**config.mk**
```make
export PLATFORM = sky130hd
export DESIGN_NAME = apgs_ctrl
export DESIGN_NICKNAME = d
export VERILOG_FILES = /design/src/rtl/apgs_pkg.sv /design/src/rtl/apgs_ctrl.sv
export VERILOG_INCLUDE_DIRS = /design/src /design/src/rtl
export SDC_FILE = /design/constraint.sdc
export NUM_CORES = 1
export LEC_CHECK = 0
export BUFFER_PORTS_ARGS = -buffer_cell sky130_fd_sc_hd__buf_2
export CAP_MARGIN = 10
export CELL_PAD_IN_SITES_DETAIL_PLACEMENT = 1
export CELL_PAD_IN_SITES_GLOBAL_PLACEMENT = 2
export CORE_MARGIN = 3
export CORE_UTILIZATION = 23
export DETAILED_ROUTE_END_ITERATION = 8
export GPL_TIMING_DRIVEN = 1
export PLACE_DENSITY_LB_ADDON = 0.1
export SYNTH_ARGS = -nofsm -noshare
export SYNTH_HDL_FRONTEND = slang
export SYNTH_SLANG_ARGS = --single-unit
```
**constraint.sdc**
```tcl
create_clock -name clock -period 3.4 [get_ports clock]
set_input_delay 0.68 -clock clock [delete_from_list [all_inputs] [get_ports clock]]
set_output_delay 0.68 -clock clock [all_outputs]
set_load 0.03 [all_outputs]
```
**src/rtl/american_put_grid_step_defines.svh**
```systemverilog
// Assertion macros shared by the grid step block
`ifndef AMERICAN_PUT_GRID_STEP_DEFINES_SVH
`define AMERICAN_PUT_GRID_STEP_DEFINES_SVH
// Implication checked on every rising clock edge outside reset
`define APG_ASSERT_IMP(label, clk, rst, ante, cons, msg) \
   label: assert property (@(posedge clk) disable iff (rst) (ante) |-> (cons)) \
      else $error(msg);
// Implication checked in the cycle after the antecedent
`define APG_ASSERT_NEXT(label, clk, rst, ante, cons, msg) \
   label: assert property (@(posedge clk) disable iff (rst) (ante) |=> (cons)) \
      else $error(msg);
`endif

```
**src/rtl/apgs_pkg.sv**
```systemverilog
// ----------------------------------------------------------------------------
// apgs_pkg
// Types and constants shared by the grid step controller and datapath.
// ----------------------------------------------------------------------------
`default_nettype none
package apgs_pkg;
   localparam int GRID_DEPTH_DEF = 16384;
   localparam int IDX_W = 14;
   localparam int VAL_W = 31;

   localparam logic [1:0] MODE_WRITE = 2'd0;
   localparam logic [1:0] MODE_READ  = 2'd1;
   localparam logic [1:0] MODE_STEP  = 2'd2;
   localparam logic [1:0] MODE_NOP   = 2'd3;

   localparam logic [2:0] REG_LEFT   = 3'd0;
   localparam logic [2:0] REG_CENTER = 3'd1;
   localparam logic [2:0] REG_RIGHT  = 3'd2;
   localparam logic [2:0] REG_LAST   = 3'd3;
   localparam logic [2:0] REG_START  = 3'd4;
   localparam logic [2:0] REG_SPACE  = 3'd5;

   typedef enum logic [2:0] {
      ST_IDLE,
      ST_ACCESS,
      ST_PRIME,
      ST_SWEEP,
      ST_DRAIN,
      ST_POS,
      ST_OUT
   } state_type;

   // controller to datapath
   typedef struct packed {
      logic       do_write;
      logic       do_read;
      logic       step_start;
      logic       sweep_run;
      logic       pos_start;
      logic       load_result;
      logic       refuse;
      logic       clear_result;
   } cmd_type;

   // datapath to controller
   typedef struct packed {
      logic       sweep_done;
      logic       pipe_empty;
      logic       pos_done;
      logic       coef_negative;
   } stat_type;
endpackage
`default_nettype wire

```
**src/rtl/apgs_ctrl.sv**
```systemverilog
// ----------------------------------------------------------------------------
// apgs_ctrl
// Sequencer for write, read and time step transactions.
// ----------------------------------------------------------------------------
`default_nettype none
`include "american_put_grid_step_defines.svh"
module apgs_ctrl (
   input  wire logic              clock,
   input  wire logic              reset,
   input  wire logic              req_fire,
   input  wire logic [1:0]        req_mode,
   input  wire logic              rsp_fire,
   input  wire apgs_pkg::stat_type stat,
   output logic                   req_ready,
   output logic                   rsp_valid,
   output apgs_pkg::cmd_type      cmd
);
   apgs_pkg::state_type state_ff, state_in;
   logic [1:0] mode_ff, mode_in;

   // hold the mode of the transaction in flight
   always_ff @(posedge clock) begin
      if (reset) begin
         state_ff <= apgs_pkg::ST_IDLE;
         mode_ff  <= apgs_pkg::MODE_WRITE;
      end else begin
         state_ff <= state_in;
         mode_ff  <= mode_in;
      end
   end

   // next state
   always_comb begin
      state_in = state_ff;
      mode_in  = mode_ff;
      case (state_ff)
         apgs_pkg::ST_IDLE: begin
            if (req_fire) begin
               mode_in = req_mode;
               if (req_mode == apgs_pkg::MODE_STEP && !stat.coef_negative)
                  state_in = apgs_pkg::ST_PRIME;
               else
                  state_in = apgs_pkg::ST_ACCESS;
            end
         end
         apgs_pkg::ST_ACCESS: state_in = apgs_pkg::ST_OUT;
         apgs_pkg::ST_PRIME:  state_in = apgs_pkg::ST_SWEEP;
         apgs_pkg::ST_SWEEP: begin
            if (stat.sweep_done) state_in = apgs_pkg::ST_DRAIN;
         end
         apgs_pkg::ST_DRAIN: begin
            if (stat.pipe_empty) state_in = apgs_pkg::ST_POS;
         end
         apgs_pkg::ST_POS: begin
            if (stat.pos_done) state_in = apgs_pkg::ST_OUT;
         end
         apgs_pkg::ST_OUT: begin
            if (rsp_fire) state_in = apgs_pkg::ST_IDLE;
         end
         default: state_in = apgs_pkg::ST_IDLE;
      endcase
   end

   // outputs
   always_comb begin
      cmd       = '0;
      req_ready = 1'b0;
      rsp_valid = 1'b0;
      case (state_ff)
         apgs_pkg::ST_IDLE: begin
            req_ready = 1'b1;
            if (req_fire) begin
               cmd.clear_result = 1'b1;
               cmd.do_write     = (req_mode == apgs_pkg::MODE_WRITE);
               cmd.do_read      = (req_mode == apgs_pkg::MODE_READ);
               cmd.refuse       = (req_mode == apgs_pkg::MODE_STEP) && stat.coef_negative;
               cmd.step_start   = (req_mode == apgs_pkg::MODE_STEP) && !stat.coef_negative;
            end
         end
         apgs_pkg::ST_ACCESS: cmd.load_result = (mode_ff == apgs_pkg::MODE_READ);
         apgs_pkg::ST_PRIME:  cmd.sweep_run = 1'b1;
         apgs_pkg::ST_SWEEP:  cmd.sweep_run = 1'b1;
         apgs_pkg::ST_DRAIN:  cmd.pos_start = stat.pipe_empty;
         apgs_pkg::ST_OUT:    rsp_valid = 1'b1;
         default: ;
      endcase
   end

   `APG_ASSERT_IMP(a_no_accept_busy, clock, reset, state_ff != apgs_pkg::ST_IDLE, !req_ready, "accept while busy")
   `APG_ASSERT_NEXT(a_out_holds, clock, reset, rsp_valid && !rsp_fire, rsp_valid, "result dropped")
   `APG_ASSERT_NEXT(a_done_leaves, clock, reset, state_ff == apgs_pkg::ST_SWEEP && stat.sweep_done, state_ff == apgs_pkg::ST_DRAIN, "sweep end missed")
endmodule
`default_nettype wire

```
# Word level (Yosys, flattened, before mapping)
# Cells that the tools add are included.
[totals] register_bits=5 word_cells=40 in_bits=10 out_inout_bits=10
[classes] mux=16 n_eq_ne=14 reduce_logical=8
[ops] op="3-bit two-way mux" count=7
[ops] op="3-bit one-hot mux with 7 select lines" count=1
[ops] op="2-bit inequality test (second input constant)" count=5
[ops] op="3-bit == test (second input constant)" count=3
[ops] op="3-bit by 2-bit == test with 1-bit output (second input constant)" count=2
[ops] op="2-bit two-way mux" count=3
[ops] op="1-bit two-way mux" count=5
[ops] op="5-bit AND reduction" count=1
[ops] op="2-bit by 1-bit == test with 1-bit output (second input constant)" count=2
[ops] op="3-bit by 1-bit == test with 1-bit output (second input constant)" count=1
[ops] op="3-bit zero test" count=1
[ops] op="2-bit == test (second input constant)" count=1
[ops] op="1-bit logical AND" count=2
[ops] op="2-bit zero test" count=1
[ops] op="2-bit AND reduction" count=1
[ops] op="2-bit OR reduction" count=1
[ops] op="1-bit zero test" count=1

# Longest topological paths before layout
[depth] depth_word=5 depth_mapped=5 depth_no_buf=4

# Worst setup path before layout
# Ideal clock, no wire load.
[synth_path] path_kind="register to output" start="register state_ff[2]" end="output cmd[6] (netlist bit)" setup_slack_ns=0.822 t_required_ns=2.720 path_stages_with_launch=4 t_arrival_ns=1.898 n_path_buf=0 path_cell_list="dfxtp_1 -> nor3_2 -> nand2_1 -> nor3b_1"
[synth_rtl] item="start, declared" line_no="apgs_ctrl.sv:18" source="apgs_pkg::state_type state_ff, state_in;"
[synth_rtl] item="start signal, assigned" line_no="apgs_ctrl.sv:24" source="state_ff <= apgs_pkg::ST_IDLE;"
[synth_rtl] item="start signal, assigned" line_no="apgs_ctrl.sv:27" source="state_ff <= state_in;"
[synth_rtl] item="end, declared" line_no="apgs_ctrl.sv:16" source="output apgs_pkg::cmd_type cmd"

==> summary.txt <==
Reg2reg setup slack: 1.88 ns
Mapped Area: 397.9 sq um
Combinational share of power: 50.3%
Met3 Wirelength: 57 microns
Fin crit share: 70.38%
DP HPWL: 799.5 microns
Pre-CTS WS: 1.214 ns
Drt wl/cell: 11.86 microns
Crit path DAT: 1.71 ns
Initial antenna violation count: 0
P_leak: 0.0002322 uW
Final net count: 82
Initial DRC Count: 15
Syn Area/Cell: 7.802 sq um
Share of the synthesized area in the top cell type: 25.16%
DRC viols: 0
Largest net degree at the start of global routing: 18
Vias: 452
Worst Path Class, Setup: register to primary output
DR pass1 iterations: 4
Synth-to-layout area growth: 28.93%
Sw Pwr: 208.8 uW
Top Ports: 20
DR vias/cell: 5.195
Tot GR Track Use: 9.817%
Run status: completed
Clock skew: 0.001470 ns
F_max: 417.9 MHz
Startpoint Class: register
Finished Cell Area: 513.0 sq um
TritonCTS Buffers: 3
Crit path capture: cmd[1]
Routed Antenna Nets: 0
Setup Fix Bufs, Post-CTS: 0
Flops & latches, synth: 5
Critical Path Fanout Max: 15
Die Wd: 47.59 microns
Switching Fraction: 50.33%
Worst-path clk slew: 0.04 ns
Area of the core: 1559 sq um
Synth Net Count: 61
CTS tree: done
Final Max Slew Viols: 0
Die height: 47.59 microns
Worst R2R Start: state_ff[0]$_SDFFE_PP0P_
# fillers: 200
Peak supply drop: 372.6 uV
Clock Power Share: 15.7%
Wire length on met2: 446 microns
CTS root buffer: clkbuf_4
# setup viols final: 0
CP required: 2.72 ns
Clock period minus worst slack: 2.393 ns
CTS hold repair buffers: 0
Cell Area, Placed: 486.7 sq um
Layout cells sized above 1: 36.62%
Max layer used: met3
Synth warnings: 0
Clock Tree Buf Depth: 2
Setup_tns: 0 ns
PostCTS Resize Cnt: 0
M1 WL: 529 microns
Seq/Total Area, Yosys: 25.16%
Full die area: 2265 sq um
Unique masters post-synth: 25
RSZ-0062 raised after global routing: false
Routability congestion estimate: 0.6435
Clock H-tree levels: 1
Final Hold Fails: 0
Hold Crit Class: register to register
Vias in the first global route: 379
R2R depth: 4
Worst setup path startpoint: state_ff[2]$_SDFFE_PP0P_
First-pass GRT wire length: 1593 microns
Area leader, netlist: dfxtp_1
Rel. slew slack: 63.96%
Diodes inserted: 0
Largest cells by area after synthesis: dfxtp_1 25%, a21oi_1 6.3%, nor3b_1 5.7%
Starting Density: 25.52%
Number of max-cap violations: 0
Row cnt: 14
Detailed Route WL: 1032 microns
Mapped Cells: 51
Worst Max-Slew Pin Slew: 0.5399 ns
Reg power frac: 34.0%
Pwr per Cell Area: 808.7 nW/um^2
Gr ovfl total: 0
Final WS setup: 1.007 ns
Clk Latency, worst-skew pair: 0.23 ns
Int Pwr: 206.1 uW
Worst R2R End: state_ff[0]$_SDFFE_PP0P_
IO buf count: 19
CTS Sinks: 5
Crit. End Element: primary output
[cells by family after synthesis]
| kind of cell | synth area share (%) |
|---|---|
| AOI/OAI and AO/OA | 20.75 |
| and+or+nand+nor | 45.60 |
| DFF | 25.16 |
| buffers and inverters | 8.490 |
[worst min path at each step]
stage / from / to / slack, ns / cells after the start
5_1_grt: mode_ff[0]$_SDFFE_PP0P_ / mode_ff[0]$_SDFFE_PP0P_ / 0.48 / 2
4_1_cts: mode_ff[1]$_SDFFE_PP0P_ / mode_ff[1]$_SDFFE_PP0P_ / 0.46 / 2
3_3_place_gp: mode_ff[0]$_SDFFE_PP0P_ / mode_ff[0]$_SDFFE_PP0P_ / 0.45 / 2
3_5_place_dp: mode_ff[0]$_SDFFE_PP0P_ / mode_ff[0]$_SDFFE_PP0P_ / 0.45 / 2
2_1_floorplan: mode_ff[1]$_SDFFE_PP0P_ / mode_ff[1]$_SDFFE_PP0P_ / 0.43 / 2
6_report: mode_ff[0]$_SDFFE_PP0P_ / mode_ff[0]$_SDFFE_PP0P_ / 0.46 / 2
[routing by layer]
layer  GRT usage (%)  up-vias
li1                -      231
met1           14.29      210
met2           13.10       11
met3           1.504        0
met4           6.452        0
met5               0        -
[flip-flops by register name, indices dropped and copies added, names as in the netlist]
| name | cells |
|---|---|
| state_ff | 3 |
| mode_ff | 2 |
[area by class of cell]
| class | count | area [sq um] | share of cell area, % |
|---|---|---|---|
| Inverter | 2 | 7.507 | 1.463 |
| Timing Repair Buffer | 19 | 95.09 | 18.54 |
| Clock buffer | 4 | 26.28 | 5.122 |
| Sequential cell | 5 | 100.1 | 19.51 |
| Multi-Input combinational cell | 41 | 264.0 | 51.46 |
| Tap cell | 16 | 20.02 | 3.902 |
[critical path, cell delays in order (launching register included)]
cell	delay, ns
dfxtp_1	0.44
nor3_2	0.33
nand2_1	0.20
inv_1	0.10
and4b_2	0.21
buf_2	0.19
[metrics by stage]
step                      hold slack [ns]  utilization [%]  instances  total power [uW]
after global placement             0.4484            31.22         83             357.5
after CTS                          0.4642            32.91         87             422.5
after detailed placement           0.4503            31.22         83             353.6
final                              0.4603            32.91         87             414.8
after floorplan                    0.4304                -         51             309.6
after global routing               0.4831            32.91         87             451.7
[power by group through the flow]
| stage | clock (uW) | sequential (uW) | combinational (uW) |
|---|---|---|---|
| 2_1_floorplan | 0 | 103 | 207 |
| 3_3_place_gp | 0 | 144 | 213 |
| 3_5_place_dp | 0 | 141 | 212 |
| 4_1_cts | 69.1 | 141 | 213 |
| 5_1_grt | 73.4 | 149 | 229 |
| 6_report | 65.2 | 141 | 209 |
[layout by cell type (no fill, tap or decap), drive strengths merged]
cell     synthesis  final
clkbuf           0      4
dfxtp            5      5
nand3            3      3
or2b             1      1
nor2b            1      1
a31o             1      1
nand2b           1      1
inv              2      2
nor4             2      2
or3b             1      1
o21ai            4      4
and4b            1      1
a2111oi          1      1
a22oi            1      1
nor3             4      4
nor4b            1      1
nor4bb           2      2
buf              3     19
o31ai            1      1
nor3b            3      3
and3b            1      1
a21oi            5      5
nor2             3      3
nand2            4      4
[cells in the mapped netlist]
cell	number
a2111oi_0	1
a21oi_1	5
a22oi_1	1
a31o_1	1
and3b_1	1
and4b_2	1
buf_4	2
buf_6	1
dfxtp_1	5
inv_1	2
nand2_1	4
nand2b_1	1
nand3_1	3
nor2_1	3
nor2b_1	1
nor3_1	3
nor3_2	1
nor3b_1	3
nor4_1	2
nor4b_1	1
nor4bb_1	2
o21ai_0	4
o31ai_2	1
or2b_1	1
or3b_4	1
(Power assumes the default switching activity.)
